File: config.mk
export PLATFORM = sky130hd
export DESIGN_NAME = pl0_divider
export DESIGN_NICKNAME = d
export VERILOG_FILES = /design/src/rtl/pl0_pkg.sv /design/src/rtl/pl0_divider.sv
export SDC_FILE = /design/constraint.sdc
export NUM_CORES = 1
export LEC_CHECK = 0
export BUFFER_PORTS_ARGS = -buffer_cell sky130_fd_sc_hd__buf_2
export CAP_MARGIN = 20
export CORE_MARGIN = 5
export CORE_UTILIZATION = 53
export DETAILED_ROUTE_END_ITERATION = 10
export GPL_ROUTABILITY_DRIVEN = 0
export PLACE_DENSITY = 0.75
export SLEW_MARGIN = 20
export SYNTH_ARGS = -nofsm -noshare
export SYNTH_HDL_FRONTEND = slang
export SYNTH_SLANG_ARGS = --single-unit
File: constraint.sdc
create_clock -name clk -period 4.4 [get_ports clk]
set_input_delay 0.66 -clock clk [delete_from_list [all_inputs] [get_ports clk]]
set_output_delay 0.66 -clock clk [all_outputs]
set_load 0.02 [all_outputs]
File: src/rtl/pl0_pkg.sv
// Shared types, constants and helpers of the PL/0 stack machine step unit.
`timescale 1ns / 1ps

package pl0_pkg;

	localparam int STACK_DEPTH       = 4096;
	localparam int PROGRAM_DEPTH     = 1024;
	localparam int MAX_LEVEL         = 15;
	localparam int DYNAMIC_LINK_SLOT = 1;
	localparam int RETURN_SLOT       = 2;
	localparam int STATIC_LINK_SLOT  = 3;

	localparam int WORD_W = 32;
	localparam int SAW    = $clog2(STACK_DEPTH);
	localparam int SPW    = SAW + 1;
	localparam int PAW    = $clog2(PROGRAM_DEPTH);
	localparam int LVW    = 8;
	localparam int XW     = WORD_W + 2;

	localparam int RET_REACH  = (DYNAMIC_LINK_SLOT > RETURN_SLOT) ?
		DYNAMIC_LINK_SLOT : RETURN_SLOT;
	localparam int CALL_REACH = (RET_REACH > STATIC_LINK_SLOT) ?
		RET_REACH : STATIC_LINK_SLOT;

	localparam logic signed [XW-1:0] DEPTH_X = XW'(STACK_DEPTH);

	typedef enum logic [4:0] {
		OP_LA    = 5'd0,  OP_LV  = 5'd1,  OP_LC   = 5'd2,  OP_LI   = 5'd3,
		OP_INC   = 5'd4,  OP_DEC = 5'd5,  OP_JMP  = 5'd6,  OP_FJMP = 5'd7,
		OP_HALT  = 5'd8,  OP_STORE = 5'd9, OP_CALL = 5'd10, OP_RET = 5'd11,
		OP_RI    = 5'd12, OP_WI  = 5'd13, OP_WL   = 5'd14, OP_ADD  = 5'd15,
		OP_SUB   = 5'd16, OP_MUL = 5'd17, OP_DIV  = 5'd18, OP_MOD  = 5'd19,
		OP_NEG   = 5'd20, OP_ODD = 5'd21, OP_EQ   = 5'd22, OP_NE   = 5'd23,
		OP_GT    = 5'd24, OP_GE  = 5'd25, OP_LT   = 5'd26, OP_LE   = 5'd27
	} op_t;

	typedef enum logic [1:0] {
		FLT_NONE  = 2'd0,
		FLT_DIV0  = 2'd1,
		FLT_RANGE = 2'd2,
		FLT_LEVEL = 2'd3
	} fault_t;

	typedef enum logic [3:0] {
		S_CLEAR, S_IDLE, S_EXEC, S_WALK, S_WALK_RX, S_RD1, S_RD2,
		S_CALL2, S_CALL3, S_DIV, S_WB
	} state_t;

	typedef struct packed {
		logic              we;
		logic [SAW-1:0]    waddr;
		logic [WORD_W-1:0] wdata;
		logic              re;
		logic [SAW-1:0]    raddr;
	} ram_req_t;

	typedef struct packed {
		logic                  done;
		fault_t                flt;
		logic                  hlt;
		logic [PAW-1:0]        npc;
		logic signed [SPW-1:0] sp_n;
		logic [SAW-1:0]        bp_n;
		logic                  wv;
		logic [WORD_W-1:0]     wval;
		logic                  nl;
	} fin_t;

	function automatic logic in_stack(input logic signed [XW-1:0] a);
		return (a >= 0) && (a < DEPTH_X);
	endfunction

	function automatic logic is_binary(input op_t op);
		return (op == OP_ADD) || (op == OP_SUB) || (op == OP_MUL) ||
			(op == OP_DIV) || (op == OP_MOD) || (op == OP_EQ) ||
			(op == OP_NE) || (op == OP_GT) || (op == OP_GE) ||
			(op == OP_LT) || (op == OP_LE);
	endfunction

endpackage

File: src/rtl/pl0_divider.sv
// Radix-2 signed divider, one quotient bit per cycle, truncating toward zero.
`timescale 1ns / 1ps

module pl0_divider (
	input  logic                            clk,
	input  logic                            arst_n,
	input  logic                            start,
	input  logic signed [pl0_pkg::WORD_W-1:0] dividend,
	input  logic signed [pl0_pkg::WORD_W-1:0] divisor,
	output logic signed [pl0_pkg::WORD_W-1:0] quotient,
	output logic signed [pl0_pkg::WORD_W-1:0] remainder,
	output logic                            done
);

	localparam int CW = $clog2(pl0_pkg::WORD_W);

	logic                      busy_q;
	logic                      done_q;
	logic [CW-1:0]             cnt_q;
	logic [pl0_pkg::WORD_W-1:0] rem_q;
	logic [pl0_pkg::WORD_W-1:0] quo_q;
	logic [pl0_pkg::WORD_W-1:0] den_q;
	logic                      negq_q;
	logic                      negr_q;
	logic [pl0_pkg::WORD_W:0]  rem_sh;
	logic [pl0_pkg::WORD_W:0]  diff;

	assign rem_sh = {rem_q, quo_q[pl0_pkg::WORD_W-1]};
	assign diff   = rem_sh - {1'b0, den_q};

	always_ff @(posedge clk or negedge arst_n) begin
		if (!arst_n) begin
			busy_q <= 1'b0;
			done_q <= 1'b0;
			cnt_q  <= '0;
		end else if (start) begin
			busy_q <= 1'b1;
			done_q <= 1'b0;
			cnt_q  <= '0;
		end else if (busy_q) begin
			cnt_q <= cnt_q + 1'b1;
			if (cnt_q == '1) begin
				busy_q <= 1'b0;
				done_q <= 1'b1;
			end
		end
	end

	// Magnitudes are taken in unsigned form, so the most negative value works too.
	always_ff @(posedge clk) begin
		if (start) begin
			quo_q  <= dividend[pl0_pkg::WORD_W-1] ? -dividend : dividend;
			den_q  <= divisor[pl0_pkg::WORD_W-1] ? -divisor : divisor;
			rem_q  <= '0;
			negq_q <= dividend[pl0_pkg::WORD_W-1] ^ divisor[pl0_pkg::WORD_W-1];
			negr_q <= dividend[pl0_pkg::WORD_W-1];
		end else if (busy_q) begin
			if (!diff[pl0_pkg::WORD_W]) begin
				rem_q <= diff[pl0_pkg::WORD_W-1:0];
				quo_q <= {quo_q[pl0_pkg::WORD_W-2:0], 1'b1};
			end else begin
				rem_q <= rem_sh[pl0_pkg::WORD_W-1:0];
				quo_q <= {quo_q[pl0_pkg::WORD_W-2:0], 1'b0};
			end
		end
	end

	assign quotient  = negq_q ? -$signed(quo_q) : $signed(quo_q);
	assign remainder = negr_q ? -$signed(rem_q) : $signed(rem_q);
	assign done      = done_q;

endmodule

# Word level (Yosys, flattened, before mapping)
# Index checks and enable logic that the tools add are counted.
[classes] n_eq_ne=1 n_bitwise=1 reduce_logical=3 n_addsub=6 mux=16
[op_table] operator="two-way mux 32 bit" n=6
[op_table] operator="negator 32 bit" n=4
[op_table] operator="subtractor 33 x 32 -> 33 bit" n=1
[op_table] operator="two-way mux 31 bit" n=1
[op_table] operator="two-way mux 5 bit" n=2
[op_table] operator="two-way mux 1 bit" n=7
[op_table] operator="adder 5 x 1 -> 5 bit, second input constant" n=1
[op_table] operator="== test 5 bit, second input constant" n=1
[op_table] operator="nonzero test 2 bit" n=2
[op_table] operator="AND reduction 2 bit" n=1
[op_table] operator="bitwise XOR 1 bit" n=1
[totals] ff_bits=105 elab_cells=36 out_inout_bits=65 input_bits=67

# Longest topological paths before layout
[depth] depth_word=4 mapped_depth=13 depth_no_buf=12

# Least setup slack after synthesis
# Ideal clock, no wire load.
[synth_path] path_kind="register to output" start="reg quo_q[4] (netlist name)" end="out quotient[28] (netlist name)" path_buffers=0 t_arrival_ps=3257 setup_slack_ps=483 path_stages_with_launch=10 path_cell_list="edfxtp_1 > or4_1 > nor2_1 > nand2_1 > or4_4 > or4_1 > nand2b_1 > or4_1 > o31ai_1 > xnor2_1"
[synth_between] elab_chain_len=2
[synth_rtl] item="start, declared" line="pl0_divider.sv:21" source="logic [pl0_pkg::WORD_W-1:0] quo_q;"
[synth_rtl] item="start signal, assigned" line="pl0_divider.sv:52" source="quo_q <= dividend[pl0_pkg::WORD_W-1] ? -dividend : dividend;"
[synth_rtl] item="start signal, assigned" line="pl0_divider.sv:60" source="quo_q <= {quo_q[pl0_pkg::WORD_W-2:0], 1'b1};"
[synth_rtl] item="start signal, assigned" line="pl0_divider.sv:63" source="quo_q <= {quo_q[pl0_pkg::WORD_W-2:0], 1'b0};"
[synth_rtl] item="negator 32 bit" line="pl0_divider.sv:68" source="assign quotient = negq_q ? -$signed(quo_q) : $signed(quo_q);"
[synth_rtl] item="two-way mux 32 bit" line="pl0_divider.sv:68"
[synth_rtl] item="end, declared" line="pl0_divider.sv:10" source="output logic signed [pl0_pkg::WORD_W-1:0] quotient,"
# No other way between the ends.

# Final worst setup path
[layout_path] start="reg quo_q[3] (netlist name)" end="out quotient[28] (netlist name)"
# Same word-level chain as after synthesis.

==> flow_summary_export.csv <==
group,metric,value,unit
placed_design,port_buffers,131,
power,max-vdd-ir-drop,0.2721,mV
yosys,netlist.area_leader.share,0.2392,
yosys,synth-edff-count,66,
floorplanning,die_area,0.01824,mm2
power,cellInternalPower,2288,uW
timing,tightestPinTransition,1.082,ns
floorplanning,boundaryPins,132,
drt,viasPerCell,5.697,
placed_design,dp_hpwl,14750,um
drt,wirelength,19800,um
setup_path,crit_type,"register to output pin",
layout,layout.nets,1155,
timing,max_freq,230.5,MHz
global_route,grt_start_max_net_pins,86,
yosys,synth.ff_latch_count,105,
yosys,synth_flop_cell,"edfxtp_1",
yosys,synth_nets,1040,
clock_tree,clk_latency,0.36,ns
power,power_density,406.7,mW/mm2
yosys,ys_types,58,
power,swShare,0.4091,
clock_tree,hold_buffers,0,
floorplanning,fp.dieH,135.0,um
yosys,synth_async_sr_flop_share,0.06667,
power,leakage,0.004019,uW
yosys,syn_inst,934,
layout,mostFrequentLayoutCell,"buf_2",
worst_hold_path,hold_class,"input port to async pin",
drt,routedWlPerCell,15.65,um
layout,syn2layout_area_growth,14.90,%
floorplanning,rows,45,
drt,antenna_left,0,
timing,finalSetupTns,0,ns
layout,final_cell_mix,"buf_2 (129), xnor2_1 (107), nor2_1 (88)",
floorplanning,start_util,0.5431,
power,switchingPower,1584,uW
layout,drive_gt1_frac,0.1784,
layout,final_util,0.6240,
global_route,grt_pass1_wl,32280,um
yosys,yosysTopAreaCell,"edfxtp_1",
drt,firstDrtPassIters,5,
global_route,grt_pass1_vias,6707,
clock_tree,tritoncts,"built",
clock_tree,cts.sinks,105,
clock_tree,clk_path_buf_depth,2,
clock_tree,htreeDepth,3,
job,max_cap_viol_count,0,
yosys,syn_avg_cell_area,8.872,um2
timing,final-max-slew-violation-count,0,
drt,drc,0,
power,seq_power_share,0.333,
floorplanning,core,0.01526,mm2
clock_tree,cts_root_buf,"clkbuf_16",
yosys,synthesis.area,0.008287,mm2
clock_tree,cts_buffers,9,
layout,antenna_cells,0,
timing,min_period_over_period,0.9861,
timing,hold_viol_final,0,
yosys,synthTopCellsByArea,"edfxtp_1 (24%), xnor2_1 (11%), dfxtp_1 (7.7%)",
floorplanning,die_w,135.0,um
timing,fin_skew,0.008651,ns
run_status,status,"finished, final reports clean",
timing,max-slew-margin-rel,0.2753,
layout,nFillCells,1395,
yosys,ys.warnings.count,0,
timing,timing.final.crit_period,4.339,ns
timing,setup-violations-final,0,
timing,rsz0062_at_grt,"yes",
power,power_frac_comb,0.462,
setup_path,cp-start-kind,"register",
drt,via_count,7207,
setup_path,cp_max_fo,4,
drt,first_iter_violations,460,
global_route,grt_usage,0.2158,
power,clockPowerShare,0.204,
clock_tree,path_clk_slew,0.07,ns
setup_path,cp.required,3.74,ns
setup_path,arrival,3.68,ns
global_route,antenna_found_initial,0,
yosys,ys_seq_area_frac,0.3376,
global_route,grt_overflow,0,
setup_path,endpoint_kind,"output pin",
==> through the flow <==
step	power (uW)	area, um2	worst slack (ns)	instances	hold WS [ns]
floorplan	2538	8287	0.4829	934	0.3644
global placement	3057	9114	0.3149	1240	0.5086
detailed placement	3079	9114	0.2724	1240	0.5112
CTS	3876	9433	0.006620	1259	0.1221
global route	4108	9522	-0.07307	1265	0.1322
finish	3872	9522	0.06102	1265	0.1284
==> logic make-up (layout without fill, tap and decap cells) <==
kind of cell    Yosys count  in the layout  share of synthesized area
compound gates          259            259                     0.2061
xor+xnor                152            152                     0.1607
fa+ha+maj                39             39                    0.05979
buf+inv                  93            213                    0.04348
flops                   105            105                     0.3376
mux                      34             34                    0.04122
simple gates            252            252                     0.1511
==> state kept, by name, summed over array words and instances, names as in the netlist <==
name	cells
busy_q	1
negr_q	1
quo_q	32
den_q	32
cnt_q	5
rem_q	32
negq_q	1
done	1
==> power groups by stage <==
stage          Combinational, uW  Clock [uW]  Sequential [uW]
3_5_place_dp                1760           0             1310
3_3_place_gp                1750           0             1310
6_report                    1790         792             1290
4_1_cts                     1780         802             1290
2_1_floorplan               1270           0             1270
5_1_grt                     1960         843             1310
==> worst max-delay path: stages (launching register included) <==
cell      delay [ns]
edfxtp_1        0.39
or4_4           0.56
nor2_4          0.13
nand2_2         0.07
or4_4           0.45
or4_4           0.44
nand2b_4        0.16
or4_4           0.58
o31ai_4         0.23
xnor2_1         0.14
buf_4           0.16
==> Yosys cell counts (3+ instances only) <==
cell        n
o21ai_0    55
dfrtp_1     7
xor2_1     44
edfxtp_1   66
nor2_1     89
or2_2       3
ha_1       38
nand2b_1    9
o211ai_1    7
nor2b_1     4
xnor2_1   108
clkbuf_1   37
dfxtp_1    32
nor4_1     10
or3_1      12
a31oi_1     6
o21bai_1    4
inv_1      49
o31ai_1    36
a21o_1     24
a21boi_0    4
o41ai_1    18
nand2_1    66
nor3_1      5
nand4_1     7
or4_4       4
a21oi_1    57
nand3_1     7
mux2i_1    33
buf_2       3
and3_1      3
a211oi_1   36
or4_1      19
==> repair_timing <==
action | 4_1_cts | 5_1_grt
setup endpoints to repair | 3 | 4
buffers inserted | 3 | 5
pin swaps | 0 | 8
gates cloned | 0 | 0
resized for setup | 4 | 8
==> layer usage <==
layer / vias to the layer above / track usage / wire (um) / share of wire
li1: 3648 / - / - / -
met2: 149 / 0.3724 / 9727 / 0.49
met1: 3385 / 0.2822 / 8925 / 0.45
met3: 25 / 0.02422 / 766 / 0.039
met4: 0 / 0.07335 / 383 / 0.019
met5: - / 0 / 0 / 0
==> path summary, 6_finish.rpt <==
path,start,to,slack [ns],cells past startpoint
max in group asynchronous,arst_n,busy_q,4.09,1
min,arst_n,cnt_q[2],0.13,1
max,quo_q[3],quotient[28],0.06,10
max reg2reg,rem_q[4],rem_q[19],0.42,13
min in group clk,cnt_q[4],cnt_q[4],0.54,2
min reg2reg,cnt_q[4],cnt_q[4],0.54,2
==> layout make-up <==
class                           count  area (um2)  share of cell area
Clock inverter                      6       42.54            0.004468
Multi-Input combinational cell    736        5185              0.5445
Clock buffer                       10       239.0             0.02510
Sequential cell                   105        2799              0.2940
Tap cell                          211       264.0             0.02773
Inverter                           49       183.9             0.01932
Timing Repair Buffer              148       808.3             0.08489
(Power assumes the default switching activity.)
